### config.mk
export PLATFORM = sky130hd
export DESIGN_NAME = min_max_contrast_stretch
export DESIGN_NICKNAME = d
export VERILOG_FILES = /design/src/rtl/core/cms_pkg.sv /design/src/rtl/core/cms_front.sv /design/src/rtl/core/cms_queue.sv /design/src/rtl/core/cms_back.sv /design/src/rtl/core/min_max_contrast_stretch.sv
export SDC_FILE = /design/constraint.sdc
export NUM_CORES = 1
export LEC_CHECK = 0
export ABC_CLOCK_PERIOD_IN_PS = 9600
export BUFFER_PORTS_ARGS = -buffer_cell sky130_fd_sc_hd__buf_2
export CORE_MARGIN = 2
export CORE_UTILIZATION = 40
export CTS_CLUSTER_DIAMETER = 30
export CTS_CLUSTER_SIZE = 10
export DETAILED_ROUTE_END_ITERATION = 16
export PLACE_DENSITY_LB_ADDON = 0.2
export SETUP_SLACK_MARGIN = 0.2
export SLEW_MARGIN = 30
export SYNTH_ARGS = -nofsm -noshare
export SYNTH_HDL_FRONTEND = slang
export SYNTH_HIERARCHICAL = 1
export SYNTH_SLANG_ARGS = --single-unit
### constraint.sdc
create_clock -name clk -period 9.6 [get_ports clk]
set_clock_uncertainty 0.05 [all_clocks]
set_input_delay 0.96 -clock clk [delete_from_list [all_inputs] [get_ports clk]]
set_output_delay 0.96 -clock clk [all_outputs]
set_load 0.03 [all_outputs]
### src/rtl/core/cms_pkg.sv
// Shared types, widths and codes for the min/max contrast stretch block.
// Depends on nothing; every other file in rtl/core imports it.
`timescale 1ns / 1ps

package cms_pkg;

  // Sample field and the bits of it that carry the value
  localparam int SAMPLE_W    = 16;
  localparam int SAMPLE_BITS = 16;

  // Derived datapath widths
  localparam int DIFF_W  = SAMPLE_BITS + 1;  // s - seq_min, signed
  localparam int RANGE_W = SAMPLE_BITS;      // seq_max - seq_min, unsigned
  localparam int LEVEL_W = 8;
  localparam int DIF_W   = LEVEL_W + 1;      // out_max - out_min, signed
  localparam int PROD_W  = DIFF_W + DIF_W;   // offset product, signed
  localparam int BASE_W  = RANGE_W + LEVEL_W; // out_min * range, unsigned
  localparam int NUM_W   = PROD_W + 1;       // numerator, signed
  localparam int REM_W   = RANGE_W + LEVEL_W; // partial remainder
  localparam int QCNT_W  = $clog2(LEVEL_W);

  // Queue between front and back
  localparam int QDEPTH = 4;
  localparam int QPTR_W = $clog2(QDEPTH);

  // Constants of the mapping
  localparam logic [LEVEL_W-1:0] LEVEL_MAX   = '1;
  localparam logic [RANGE_W-1:0] FLAT_RANGE  = RANGE_W'(2);

  // Configuration register indexes
  localparam int CFG_IDX_W = 1;
  localparam logic [CFG_IDX_W-1:0] CFG_OUT_MIN = 1'b0;
  localparam logic [CFG_IDX_W-1:0] CFG_OUT_MAX = 1'b1;

  // One scale request with the measured statistics it saw on arrival
  typedef struct packed {
    logic signed [DIFF_W-1:0] diff;
    logic [RANGE_W-1:0]       span;
    logic                     last;
  } cms_job_t;

  // Back end sequencer
  typedef enum logic [2:0] {
    ST_IDLE,
    ST_MUL,
    ST_SUM,
    ST_DIV,
    ST_RND
  } cms_state_t;

endpackage

### src/rtl/core/cms_front.sv
// Front end: accepts requests, tracks running min/max on measure requests
// and turns each scale request into a job for the back end. Uses cms_pkg.
`timescale 1ns / 1ps

module cms_front (
  input  logic                          clk,
  input  logic                          rst,
  input  logic                          in_valid,
  output logic                          in_ready,
  input  logic [cms_pkg::SAMPLE_W-1:0]  in_sample,
  input  logic                          in_scale,
  input  logic                          in_first,
  input  logic                          in_last,
  output logic                          job_valid,
  input  logic                          job_ready,
  output cms_pkg::cms_job_t             job
);
  import cms_pkg::*;

  logic signed [SAMPLE_BITS-1:0] seq_min;
  logic signed [SAMPLE_BITS-1:0] seq_max;
  logic signed [SAMPLE_BITS-1:0] s;
  logic                          accept;

  assign s        = $signed(in_sample[SAMPLE_BITS-1:0]);
  assign in_ready = job_ready;
  assign accept   = in_valid & in_ready;

  // Update running statistics on measure requests
  always_ff @(posedge clk) begin
    if (rst) begin
      seq_min <= '0;
      seq_max <= '0;
    end else if (accept && !in_scale) begin
      if (in_first) begin
        seq_min <= s;
        seq_max <= s;
      end else if (s > seq_max) begin
        seq_max <= s;
      end else if (s < seq_min) begin
        seq_min <= s;
      end
    end
  end

  // Snapshot offset and range for scale requests
  always_comb begin
    job.diff = DIFF_W'(s) - DIFF_W'(seq_min);
    if (seq_max > seq_min) begin
      job.span = RANGE_W'(DIFF_W'(seq_max) - DIFF_W'(seq_min));
    end else begin
      job.span = FLAT_RANGE;
    end
    job.last  = in_last;
    job_valid = in_valid & in_scale;
  end

endmodule

### src/rtl/core/cms_queue.sv
// Short job queue decoupling the front end from the back end.
// Uses cms_pkg for the job type and depth.
`timescale 1ns / 1ps

module cms_queue (
  input  logic              clk,
  input  logic              rst,
  input  logic              push_valid,
  output logic              push_ready,
  input  cms_pkg::cms_job_t push_job,
  output logic              pop_valid,
  input  logic              pop_ready,
  output cms_pkg::cms_job_t pop_job
);
  import cms_pkg::*;

  cms_job_t          slots [QDEPTH];
  logic [QPTR_W-1:0] wr_ptr;
  logic [QPTR_W-1:0] rd_ptr;
  logic [QPTR_W:0]   count;
  logic              push;
  logic              pop;

  assign push_ready = (count != (QPTR_W + 1)'(QDEPTH));
  assign pop_valid  = (count != '0);
  assign push       = push_valid & push_ready;
  assign pop        = pop_valid & pop_ready;
  assign pop_job    = slots[rd_ptr];

  // Store incoming jobs
  always_ff @(posedge clk) begin
    if (push) begin
      slots[wr_ptr] <= push_job;
    end
  end

  // Advance pointers and occupancy
  always_ff @(posedge clk) begin
    if (rst) begin
      wr_ptr <= '0;
      rd_ptr <= '0;
      count  <= '0;
    end else begin
      if (push) begin
        wr_ptr <= wr_ptr + 1'b1;
      end
      if (pop) begin
        rd_ptr <= rd_ptr + 1'b1;
      end
      if (push && !pop) begin
        count <= count + 1'b1;
      end else if (pop && !push) begin
        count <= count - 1'b1;
      end
    end
  end

  a_count_bound: assert property (@(posedge clk) disable iff (rst)
    count <= (QPTR_W + 1)'(QDEPTH))
    else $error("queue occupancy beyond depth");

  a_count_up: assert property (@(posedge clk) disable iff (rst)
    (push && !pop) |=> count == $past(count) + 1'b1)
    else $error("queue occupancy did not follow a lone push");

  a_ptr_gap: assert property (@(posedge clk) disable iff (rst)
    wr_ptr - rd_ptr == count[QPTR_W-1:0])
    else $error("queue pointers disagree with occupancy");

endmodule

### src/rtl/core/cms_back.sv
// Back end: scales one job at a time with a restoring divider, rounds,
// saturates and holds the level in an output register. Uses cms_pkg.
`timescale 1ns / 1ps

module cms_back (
  input  logic                        clk,
  input  logic                        rst,
  input  logic [cms_pkg::LEVEL_W-1:0] out_min,
  input  logic [cms_pkg::LEVEL_W-1:0] out_max,
  input  logic                        job_valid,
  output logic                        job_ready,
  input  cms_pkg::cms_job_t           job,
  output logic                        m_valid,
  input  logic                        m_ready,
  output logic [cms_pkg::LEVEL_W-1:0] m_level,
  output logic                        m_last
);
  import cms_pkg::*;

  cms_state_t               state;
  cms_state_t               state_next;
  cms_job_t                 cur;
  logic [BASE_W-1:0]        p_base;
  logic signed [PROD_W-1:0] p_off;
  logic signed [NUM_W-1:0]  num;
  logic [REM_W-1:0]         rem;
  logic [REM_W-1:0]         dvs;
  logic [REM_W-1:0]         bound;
  logic [LEVEL_W-1:0]       quo;
  logic [LEVEL_W-1:0]       level_fin;
  logic [QCNT_W-1:0]        cnt;
  logic                     direct;
  logic                     ge;
  logic                     round_up;
  logic                     out_free;
  logic                     load_out;
  logic signed [DIF_W-1:0]  dif;
  logic signed [DIFF_W-1:0] cur_diff;

  assign dif      = $signed({1'b0, out_max}) - $signed({1'b0, out_min});
  assign cur_diff = cur.diff;
  assign num      = NUM_W'($signed({1'b0, p_base})) + NUM_W'(p_off);
  assign bound    = {cur.span, LEVEL_W'(0)};
  assign ge       = (rem >= dvs);
  assign round_up = ({rem[RANGE_W-1:0], 1'b0} > {1'b0, cur.span});
  assign out_free = !m_valid || m_ready;

  always_comb begin
    if (direct) begin
      level_fin = quo;
    end else if (round_up && quo != LEVEL_MAX) begin
      level_fin = quo + 1'b1;
    end else begin
      level_fin = quo;
    end
  end

  // Sequencer state register
  always_ff @(posedge clk) begin
    if (rst) begin
      state <= ST_IDLE;
    end else begin
      state <= state_next;
    end
  end

  // Next state and handshake outputs
  always_comb begin
    state_next = state;
    job_ready  = 1'b0;
    load_out   = 1'b0;
    case (state)
      ST_IDLE: begin
        job_ready = 1'b1;
        if (job_valid) begin
          state_next = ST_MUL;
        end
      end
      ST_MUL: state_next = ST_SUM;
      ST_SUM: begin
        if (num < 0 || num[NUM_W-2:0] >= (NUM_W - 1)'(bound)) begin
          state_next = ST_RND;
        end else begin
          state_next = ST_DIV;
        end
      end
      ST_DIV: begin
        if (cnt == '0) begin
          state_next = ST_RND;
        end
      end
      ST_RND: begin
        if (out_free) begin
          load_out   = 1'b1;
          state_next = ST_IDLE;
        end
      end
      default: state_next = ST_IDLE;
    endcase
  end

  // Datapath: products, numerator check, one quotient bit a cycle
  always_ff @(posedge clk) begin
    case (state)
      ST_IDLE: begin
        if (job_valid) begin
          cur <= job;
        end
      end
      ST_MUL: begin
        p_base <= BASE_W'(out_min) * BASE_W'(cur.span);
        p_off  <= PROD_W'(cur_diff) * PROD_W'(dif);
      end
      ST_SUM: begin
        rem <= num[REM_W-1:0];
        dvs <= REM_W'(cur.span) << (LEVEL_W - 1);
        cnt <= QCNT_W'(LEVEL_W - 1);
        if (num < 0) begin
          quo    <= '0;
          direct <= 1'b1;
        end else if (num[NUM_W-2:0] >= (NUM_W - 1)'(bound)) begin
          quo    <= LEVEL_MAX;
          direct <= 1'b1;
        end else begin
          quo    <= '0;
          direct <= 1'b0;
        end
      end
      ST_DIV: begin
        if (ge) begin
          rem <= rem - dvs;
        end
        quo <= {quo[LEVEL_W-2:0], ge};
        dvs <= dvs >> 1;
        cnt <= cnt - 1'b1;
      end
      default: ;
    endcase
  end

  // Output register
  always_ff @(posedge clk) begin
    if (rst) begin
      m_valid <= 1'b0;
    end else if (load_out) begin
      m_valid <= 1'b1;
    end else if (m_ready) begin
      m_valid <= 1'b0;
    end
  end

  always_ff @(posedge clk) begin
    if (load_out) begin
      m_level <= level_fin;
      m_last  <= cur.last;
    end
  end

  a_div_len: assert property (@(posedge clk) disable iff (rst)
    (state == ST_DIV && cnt == '0) |=> state == ST_RND)
    else $error("divider did not finish after the last quotient bit");

  a_load_free: assert property (@(posedge clk) disable iff (rst)
    load_out |-> out_free)
    else $error("output register overwritten while full");

  a_pop_idle: assert property (@(posedge clk) disable iff (rst)
    job_ready |-> state == ST_IDLE)
    else $error("job taken while a scale was in progress");

endmodule

### src/rtl/core/min_max_contrast_stretch.sv
// Top level of the min/max contrast stretch block: configuration registers,
// front end, job queue and back end. Uses cms_pkg and the cms_* modules.
`timescale 1ns / 1ps

// Measure requests (tuser[0] low) update the running minimum and maximum and
// are taken one per clock while the job queue has room; tuser[1] on a measure
// request reloads both from its sample. Scale requests (tuser[0] high) return
// one byte level each, out_min + (s - min) * (out_max - out_min) / range,
// rounded up only above one half and clamped to 0..255, with tlast copied
// through. In the back end each scale request passes through pop, multiply,
// sum, a one-bit-per-cycle restoring divider and round; the divider is
// skipped when the numerator is negative or at least 256 times the range,
// and the round step waits while the result stream keeps the output register
// full; a four-entry queue lets the front keep taking requests meanwhile. Write
// out_min and out_max only while no request is in flight.
module min_max_contrast_stretch (
  input  logic                          clk,
  input  logic                          rst,
  // configuration write channel
  input  logic                          cfg_valid,
  output logic                          cfg_ready,
  input  logic [cms_pkg::CFG_IDX_W-1:0] cfg_index,
  input  logic [cms_pkg::LEVEL_W-1:0]   cfg_data,
  // request stream
  input  logic                          s_tvalid,
  output logic                          s_tready,
  input  logic [15:0]                   s_tdata,   // [15:0] sample
  input  logic [1:0]                    s_tuser,   // [0] req_type, [1] first_sample
  input  logic                          s_tlast,
  // result stream
  output logic                          m_tvalid,
  input  logic                          m_tready,
  output logic [7:0]                    m_tdata,   // [7:0] level
  output logic                          m_tlast    // end_mark
);
  import cms_pkg::*;

  logic [LEVEL_W-1:0] out_min;
  logic [LEVEL_W-1:0] out_max;
  logic               q_push_valid;
  logic               q_push_ready;
  cms_job_t           q_push_job;
  logic               q_pop_valid;
  logic               q_pop_ready;
  cms_job_t           q_pop_job;

  assign cfg_ready = 1'b1;

  // Configuration registers
  always_ff @(posedge clk) begin
    if (rst) begin
      out_min <= '0;
      out_max <= LEVEL_MAX;
    end else if (cfg_valid && cfg_ready) begin
      case (cfg_index)
        CFG_OUT_MIN: out_min <= cfg_data;
        CFG_OUT_MAX: out_max <= cfg_data;
        default: ;
      endcase
    end
  end

  cms_front u_front (
    .clk       (clk),
    .rst       (rst),
    .in_valid  (s_tvalid),
    .in_ready  (s_tready),
    .in_sample (s_tdata[SAMPLE_W-1:0]),
    .in_scale  (s_tuser[0]),
    .in_first  (s_tuser[1]),
    .in_last   (s_tlast),
    .job_valid (q_push_valid),
    .job_ready (q_push_ready),
    .job       (q_push_job)
  );

  cms_queue u_queue (
    .clk        (clk),
    .rst        (rst),
    .push_valid (q_push_valid),
    .push_ready (q_push_ready),
    .push_job   (q_push_job),
    .pop_valid  (q_pop_valid),
    .pop_ready  (q_pop_ready),
    .pop_job    (q_pop_job)
  );

  cms_back u_back (
    .clk       (clk),
    .rst       (rst),
    .out_min   (out_min),
    .out_max   (out_max),
    .job_valid (q_pop_valid),
    .job_ready (q_pop_ready),
    .job       (q_pop_job),
    .m_valid   (m_tvalid),
    .m_ready   (m_tready),
    .m_level   (m_tdata),
    .m_last    (m_tlast)
  );

endmodule
==> qor.yml, run 1 <==
critical_path:
  worstSetupEndpointType: "flop"
  worst_path_most_repeated_cell: "sky130_fd_sc_hd__fa_1"
  reg2reg_from: "out_min[1]"
  regToRegEndpoint: "u_back/p_off[24]"
  critical_path_class: "flop to flop"
  crit_fanout: 18
  worst_r2r_path_depth: 30
  worst_path_max_delay_cell: "sky130_fd_sc_hd__dfxtp_1"
  r2r_slack_ns: 1.27
  critical_path_arrival_ns: 8.60
  critPathBufInv: 5
  worst_ep_required_time_ns: 9.87
  cpPeakStageDelay_ns: 0.67
  timing.critical_path.max_delay_family: "adder cells"
  critPathLaunchType: "flop"
  cp.depth: 30
  startpoint: "out_min[1]"
  endpoint: "u_back/p_off[24]"
floorplanning:
  die_area_um2: 70580
  initial_core_util_pct: 40.57
  row_count: 95
  number_of_top_level_pins: 45
  core_region_area_um2: 67510
  die-height_um: 265.7
  die_width_um: 265.7
sta:
  timing.max_slew.rel_slack_pct: 42.64
  fin_crit_ns: 8.327
  min_period_over_period_pct: 86.74
  final_count_of_pins_violating_max_slew: 0
  max_slew.worst_pin.slew_ns: 0.8586
  fmaxAchievable_ghz: 0.1201
  rsz0062_at_grt: "false"
  setup-violations-final: 0
  layout_setup_ws_ns: 1.273
  timing_hold_violations_final: 0
  finalSetupTns_ns: 0
status:
  outcome: "complete, no violations"
routing:
  postRouteWirelength_um: 66460
  detail-route-antenna-nets: 0
  dr_total_vias: 18850
  length_of_the_first_detailed_routing_pass_in_iterations: 5
  vias_per_cell: 5.289
  drtIter0Drc: 1020
  remaining_routing_drc_violations: 0
  drt-wirelength-per-cell_um: 18.65
global_route:
  met1_track_demand_over_resource_in_global_routing_pct: 25.25
  first_global_vias: 19510
  grtUsageMet2_pct: 31.45
  grtUsageMet3_pct: 3.481
  grt_usage_pct: 19.15
  grt_antenna_before_repair: 5
  busiest_layer: "met2"
  globalRouteOverflowTotal: 0
  grt_max_degree: 87
  grt_pass1_wl_um: 105300
finish:
  fin_cells: 3563
  share_of_the_core_filled_with_cells_pct: 46.84
  fillers: 6197
  final_layout_size_suffix_gt1_share_pct: 10.12
  ff_latch_area_um2: 9871
  footprint_of_the_multi_input_gates_um2: 15970
  areaGrowthSynthToFinish_pct: 15.47
  design.final.nets: 3111
synth:
  postSynthNetCount: 3018
  synth_area_leader_cell: "sky130_fd_sc_hd__edfxtp_1"
  postSynthRegisterBits: 349
  synth_largest_type_area_fraction_pct: 31.58
  synth.top_cells.by_area: "sky130_fd_sc_hd__edfxtp_1 (32%), sky130_fd_sc_hd__fa_1 (16%), sky130_fd_sc_hd__ha_1 (11%), sky130_fd_sc_hd__inv_1 (4.6%), sky130_fd_sc_hd__dfxtp_1 (4.5%)"
  asyncSetResetFlopFracSynth_pct: 0
  synth_cell_types: 90
  synthMostInstantiatedCell: "sky130_fd_sc_hd__inv_1"
  synth-edff-count: 288
  synth_warnings: 6
  avgSynthCellArea_um2: 10.84
  yosys_most_used_dff: "sky130_fd_sc_hd__edfxtp_1"
  post_synth_instance_area_um2: 27390
  synth_commonest_cells: "sky130_fd_sc_hd__inv_1 (337), sky130_fd_sc_hd__edfxtp_1 (288), sky130_fd_sc_hd__ha_1 (242)"
  synth-seq-area-share_pct: 36.03
  synthesis.instances: 2527
clock_network:
  postCtsSetupBuffers: 0
  cts_root_buf: "sky130_fd_sc_hd__clkbuf_16"
  htree_num_levels: 3
  cts-resized-gates: 0
  clkSinkCount: 349
  cts_tree: "built"
  ctsLongestPathBuffers: 3
  cts_made_buffers: 82
  cts_hold_buffers: 0
  clkTransAtPathRegs_ns: 0.04
  worst_skew_pair.late_latency_ns: 0.66
min_path:
  holdCritPathClass: "flop to flop"
  hold_path_depth: 0
  hold_path.startpoint: "u_back/cur[0]"
place:
  placed_cells_incl_taps: 3409
  post-place-ws_ns: 1.302
  final_gp_congestion: 0.9249
  placement.io_buffers: 43
  place_hpwl_um: 50920
job:
  max_cap_violations: 0
[worst register-to-register path: cells and delay by family (launching register included)]
kind	cells	cell delay, ns
xor gates and xnor gates	2	0.24
buffers and inverters	5	0.65
and+or+nand+nor	5	0.63
adders and majority gates	7	3.35
AOI/OAI and AO/OA	11	2.43
DFF	1	0.67
[stage by stage]
stage | instance area, um^2 | hold slack, ns
2_1_floorplan | 27390 | 0.3503
3_3_place_gp | 28570 | 0.3813
3_5_place_dp | 28600 | 0.3866
4_1_cts | 31620 | 0.3988
5_1_grt | 31630 | 0.4008
6_report | 31630 | 0.3890
[layout make-up]
| class | instances | share of cell area (%) |
|---|---|---|
| Antenna cell | 2 | 0.01583 |
| Clock buffer | 103 | 7.098 |
| Clock inverter | 49 | 2.445 |
| Inverter | 337 | 4.000 |
| Multi-Input combinational cell | 1784 | 50.49 |
| Sequential cell | 349 | 31.21 |
| Tap cell | 873 | 3.454 |
| Timing Repair Buffer | 66 | 1.290 |
[routing by layer]
| metal | vias to the layer above | share of wire (%) | wire length (um) |
|---|---|---|---|
| met2 | 494 | 48 | 31680 |
| li1 | 8886 | - | - |
| met1 | 9347 | 44 | 29250 |
| met5 | - | 0.062 | 41 |
| met3 | 113 | 5.2 | 3482 |
| met4 | 6 | 3.0 | 2002 |
[registers in the layout (all words and copies together), names as in the netlist, 2 cells and up, named ones only]
register	count
u_back/dvs	23
u_queue/wr_ptr	2
u_back/cnt	3
u_back/p_off	26
out_max	8
u_back/m_level	8
u_back/p_base	24
u_queue/slots	136
u_back/rem	24
u_queue/count	3
u_front/seq_min	16
u_back/quo	8
out_min	8
u_back/cur_diff	17
u_front/seq_max	16
u_back/bound	16
u_queue/rd_ptr	2
u_back/state	3
[layout by cell type, fill, tap and decap left out, drive strengths merged, types with 34 or more instances in the layout]
| master | n |
|---|---|
| mux4 | 34 |
| xor2 | 42 |
| o21ai | 89 |
| a21oi | 104 |
| a21o | 34 |
| buf | 66 |
| nand2 | 192 |
| inv | 337 |
| mux2i | 37 |
| and2 | 97 |
| nand2b | 103 |
| nor2 | 172 |
| xnor2 | 81 |
| clkbuf | 103 |
| edfxtp | 288 |
| ha | 242 |
| fa | 216 |
| dfxtp | 61 |
[worst min path at each step]
stage,slack (ns),endpoint
6_report,0.39,u_back/m_last
5_1_grt,0.40,u_back/m_last
4_1_cts,0.40,u_back/m_last
3_5_place_dp,0.39,u_back/m_last
3_3_place_gp,0.38,u_back/m_last
2_1_floorplan,0.35,u_back/m_last
[logic make-up (layout without fill, tap and decap cells)]
| group | count (synthesis) | in the layout | synth area share, % |
|---|---|---|---|
| fa+ha+maj | 458 | 458 | 26.84 |
| buf+inv | 394 | 555 | 5.747 |
| other cells | 1 | 3 | 0.01369 |
| xor+xnor | 123 | 123 | 3.933 |
| simple gates | 743 | 743 | 13.78 |
| mux | 77 | 77 | 4.450 |
| flops | 349 | 349 | 36.03 |
| compound gates | 382 | 382 | 9.196 |
Power of run 1 is left out: the tool's default activity adds up to more than one toggle a clock period on the data nets, which glitch-free logic cannot reach.
==> run 2, diff against run 1 <==
--- a/config.mk
+++ b/config.mk
@@ -17,5 +17,4 @@
 export SLEW_MARGIN = 30
 export SYNTH_ARGS = -nofsm -noshare
 export SYNTH_HDL_FRONTEND = slang
-export SYNTH_HIERARCHICAL = 1
 export SYNTH_SLANG_ARGS = --single-unit
==> run 2 against run 1 <==
Effect of this change: largest cell class unchanged; wire length rose by 0.73%; register-to-register slack got worse by 0.02 ns; critical path depth fell by 3; synthesized cell count up 1.1%; cell count up 0.73%; via count up 0.91%; flip-flop and latch count fell by 2.
==> qor.yml, run 2 <==
critical_path:
  worst_path_max_delay_cell: "sky130_fd_sc_hd__dfxtp_1"
  startpoint: "out_min[1]"
  critical_path_arrival_ns: 8.61  # about the same
  critPathLaunchType: "flop"
  worst_ep_required_time_ns: 9.87  # about the same
  critical_path_class: "flop to flop"
  crit_fanout: 18  # unchanged
  critPathBufInv: 4  # -1
  cpPeakStageDelay_ns: 0.68  # about the same
  reg2reg_from: "out_min[1]"
  timing.critical_path.max_delay_family: "adder cells"
  worstSetupEndpointType: "flop"
  worst_path_most_repeated_cell: "sky130_fd_sc_hd__fa_1"
synth:
  synthMostInstantiatedCell: "sky130_fd_sc_hd__inv_1"
  synth.top_cells.by_area: "sky130_fd_sc_hd__edfxtp_1 (32%), sky130_fd_sc_hd__fa_1 (16%), sky130_fd_sc_hd__ha_1 (11%), sky130_fd_sc_hd__dfxtp_1 (4.3%), sky130_fd_sc_hd__inv_1 (4.3%)"
  yosys_most_used_dff: "sky130_fd_sc_hd__edfxtp_1"
  synth_cell_types: 86  # -4.4%
  postSynthNetCount: 3045  # +0.89%
  synth-seq-area-share_pct: 36.05  # about the same
  synth_warnings: 0  # -6
  synth-edff-count: 288  # unchanged
  synth_area_leader_cell: "sky130_fd_sc_hd__edfxtp_1"
  avgSynthCellArea_um2: 10.68  # -1.5%
  synth_largest_type_area_fraction_pct: 31.72  # +0.14 points
  post_synth_instance_area_um2: 27270  # -0.44%
  synthesis.instances: 2554  # +1.1%
  synth_commonest_cells: "sky130_fd_sc_hd__inv_1 (310), sky130_fd_sc_hd__edfxtp_1 (288), sky130_fd_sc_hd__ha_1 (242)"
  postSynthRegisterBits: 347  # -0.57%
  asyncSetResetFlopFracSynth_pct: 0  # unchanged
finish:
  areaGrowthSynthToFinish_pct: 15.68
  layout.cells.most_common_list: "sky130_fd_sc_hd__inv_1 (310), sky130_fd_sc_hd__edfxtp_1 (288), sky130_fd_sc_hd__ha_1 (242)"
  fillers: 6220  # +0.37%
  share_of_the_core_filled_with_cells_pct: 46.88  # about the same
  biggest_regs: "u_queue.slots x136, u_back.p_off x26"
  largest_register_ffs: 136  # unchanged
  final_layout_size_suffix_gt1_share_pct: 10.76  # +0.64 points
  registers.top_by_ff_count: "u_queue.slots"
  ff_latch_area_um2: 9831  # -0.41%
  fin_cells: 3589  # +0.73%
  design.final.nets: 3133  # +0.71%
  layout.cells.most_common: "sky130_fd_sc_hd__inv_1"
  footprint_of_the_multi_input_gates_um2: 16030  # +0.42%
sta:
  final_count_of_pins_violating_max_slew: 0  # unchanged
  worst_hold_slack_ns: 0.4250  # +0.03606 ns
  fmaxAchievable_ghz: 0.1198  # -0.26%
  finalSetupTns_ns: 0  # unchanged
  max_slew.worst_pin.slew_ns: 0.8978  # +0.03918 ns
  setup-violations-final: 0  # unchanged
  fin_crit_ns: 8.349  # +0.02174 ns
  rsz0062_at_grt: "false"
  timing_hold_violations_final: 0  # unchanged
  timing.max_slew.rel_slack_pct: 40.08  # -2.6 points
  min_period_over_period_pct: 86.97  # +0.23 points
routing:
  postRouteWirelength_um: 66950  # +0.73%
  detail-route-antenna-nets: 0  # unchanged
  remaining_routing_drc_violations: 0  # unchanged
  drtIter0Drc: 1175  # +15%
  vias_per_cell: 5.299  # +0.18%
  drt-wirelength-per-cell_um: 18.65  # about the same
  length_of_the_first_detailed_routing_pass_in_iterations: 5  # unchanged
  dr_total_vias: 19020  # +0.91%
clock_network:
  cts_root_buf: "sky130_fd_sc_hd__clkbuf_16"
  ctsLongestPathBuffers: 3  # unchanged
  clkSinkCount: 347  # -0.57%
  cts-resized-gates: 0  # unchanged
  htree_num_levels: 3  # unchanged
  clkTransAtPathRegs_ns: 0.05  # about the same
  postCtsSetupBuffers: 0  # unchanged
  cts_made_buffers: 86  # +4.9%
  cts_tree: "built"
  worst_skew_pair.late_latency_ns: 0.63  # -0.03 ns
  cts_hold_buffers: 0  # unchanged
place:
  placement.io_buffers: 43  # unchanged
  place_hpwl_um: 51540  # +1.2%
  final_gp_congestion: 0.8723  # -5.7%
  placed_cells_incl_taps: 3426  # +0.50%
min_path:
  hold_path.startpoint: "out_max[3]"
  holdCritPathClass: "flop to flop"
global_route:
  grt_usage_pct: 19.69  # +0.53 points
  grt_max_degree: 77  # -11%
  grtUsageMet3_pct: 3.499  # +0.019 points
  first_global_vias: 20090  # +3.0%
  globalRouteOverflowTotal: 0  # unchanged
  grtUsageMet2_pct: 34.52  # +3.1 points
  busiest_layer: "met2"
  met1_track_demand_over_resource_in_global_routing_pct: 24.59  # -0.66 points
  grt_pass1_wl_um: 108800  # +3.4%
  grt_antenna_before_repair: 1  # -4
floorplanning:
  die_width_um: 265.1  # -0.22%
  initial_core_util_pct: 40.53  # about the same
  core_region_area_um2: 67280  # -0.35%
  die-height_um: 265.1  # -0.22%
  row_count: 95  # unchanged
  die_area_um2: 70270  # -0.44%
  number_of_top_level_pins: 45  # unchanged
status:
  outcome: "complete, no violations"
job:
  max_cap_violations: 0  # unchanged
-- run 2: cell types whose count changed after synthesis, moves of 14 or more --
cell / change
sky130_fd_sc_hd__nand3_1: +24
sky130_fd_sc_hd__xnor2_1: -17
sky130_fd_sc_hd__nand2b_1: -34
sky130_fd_sc_hd__a21oi_1: +14
sky130_fd_sc_hd__inv_1: -27
sky130_fd_sc_hd__and2_1: -24
sky130_fd_sc_hd__o21ai_0: +23
sky130_fd_sc_hd__nand2_1: +20
sky130_fd_sc_hd__a21o_1: +14
-- run 2: worst reg2reg max path: stages (launching register included) --
cell,delay [ns]
sky130_fd_sc_hd__dfxtp_1,0.68
sky130_fd_sc_hd__inv_1,0.23
sky130_fd_sc_hd__ha_1,0.33
sky130_fd_sc_hd__nor2b_1,0.12
sky130_fd_sc_hd__o21ai_0,0.23
sky130_fd_sc_hd__a21boi_1,0.13
sky130_fd_sc_hd__o21ai_0,0.20
sky130_fd_sc_hd__a21boi_1,0.12
sky130_fd_sc_hd__o21a_1,0.21
sky130_fd_sc_hd__o21a_1,0.42
sky130_fd_sc_hd__or3b_2,0.59
sky130_fd_sc_hd__fa_1,0.50
sky130_fd_sc_hd__fa_1,0.54
sky130_fd_sc_hd__inv_1,0.05
sky130_fd_sc_hd__fa_1,0.50
sky130_fd_sc_hd__fa_1,0.55
sky130_fd_sc_hd__inv_1,0.05
sky130_fd_sc_hd__fa_1,0.49
sky130_fd_sc_hd__inv_1,0.04
sky130_fd_sc_hd__ha_1,0.34
sky130_fd_sc_hd__nand2_1,0.09
sky130_fd_sc_hd__o211ai_1,0.22
sky130_fd_sc_hd__nand2_1,0.12
sky130_fd_sc_hd__o41ai_2,0.61
sky130_fd_sc_hd__a2111oi_0,0.23
sky130_fd_sc_hd__o21bai_1,0.19
sky130_fd_sc_hd__a21oi_1,0.10
sky130_fd_sc_hd__xnor2_1,0.12
-- run 2: kinds of logic (layout without fill, tap and decap cells) --
group	count (synthesis)	count (layout)	share of synthesized area, %
other	1	2	0.01375
flip-flops	347	347	36.05
AND/OR/NAND/NOR	752	752	13.59
AO/OA/AOI/OAI	450	450	10.73
XOR/XNOR	101	101	3.244
buffers and inverters	376	537	5.300
adder cells (fa/ha/maj)	458	458	26.96
multiplexers	69	69	4.116
-- run 2: final cells by class --
cell class              instances  share of cell area [%]
multi-input cells            1831                   50.83
diodes                          1                0.007933
clock inverters                73                   2.717
flip-flops and latches        347                   31.17
inverters                     311                   3.701
well taps                     873                   3.463
repair buffers                 65                   1.269
clock buffers                  88                   6.846
-- run 2: routing by layer --
metal  vias up  share of wire [%]
li1       9081                  -
met1      9421                 43
met2       400                 50
met3       116                4.1
met4         0                2.8
met5         -                  0
-- run 2: path summary, 6_finish.rpt --
| path | slack (ns) | depth (start not counted) | end |
|---|---|---|---|
| setup reg to reg | 1.25 | 27 | u_back.p_off[25] |
| hold reg to reg | 0.43 | 1 | out_max[3] |
| setup / recovery | 1.25 | 27 | u_back.p_off[25] |
| hold / removal | 0.43 | 1 | out_max[3] |
-- run 2: per-stage QoR --
step | area [um^2] | worst slack [ns]
4_1_cts | 31500 | 0.9436
6_report | 31540 | 1.251
3_3_place_gp | 28480 | 1.188
3_5_place_dp | 28490 | 1.025
5_1_grt | 31540 | 0.7256
2_1_floorplan | 27270 | 2.338
Power of run 2 is left out for the same reason.
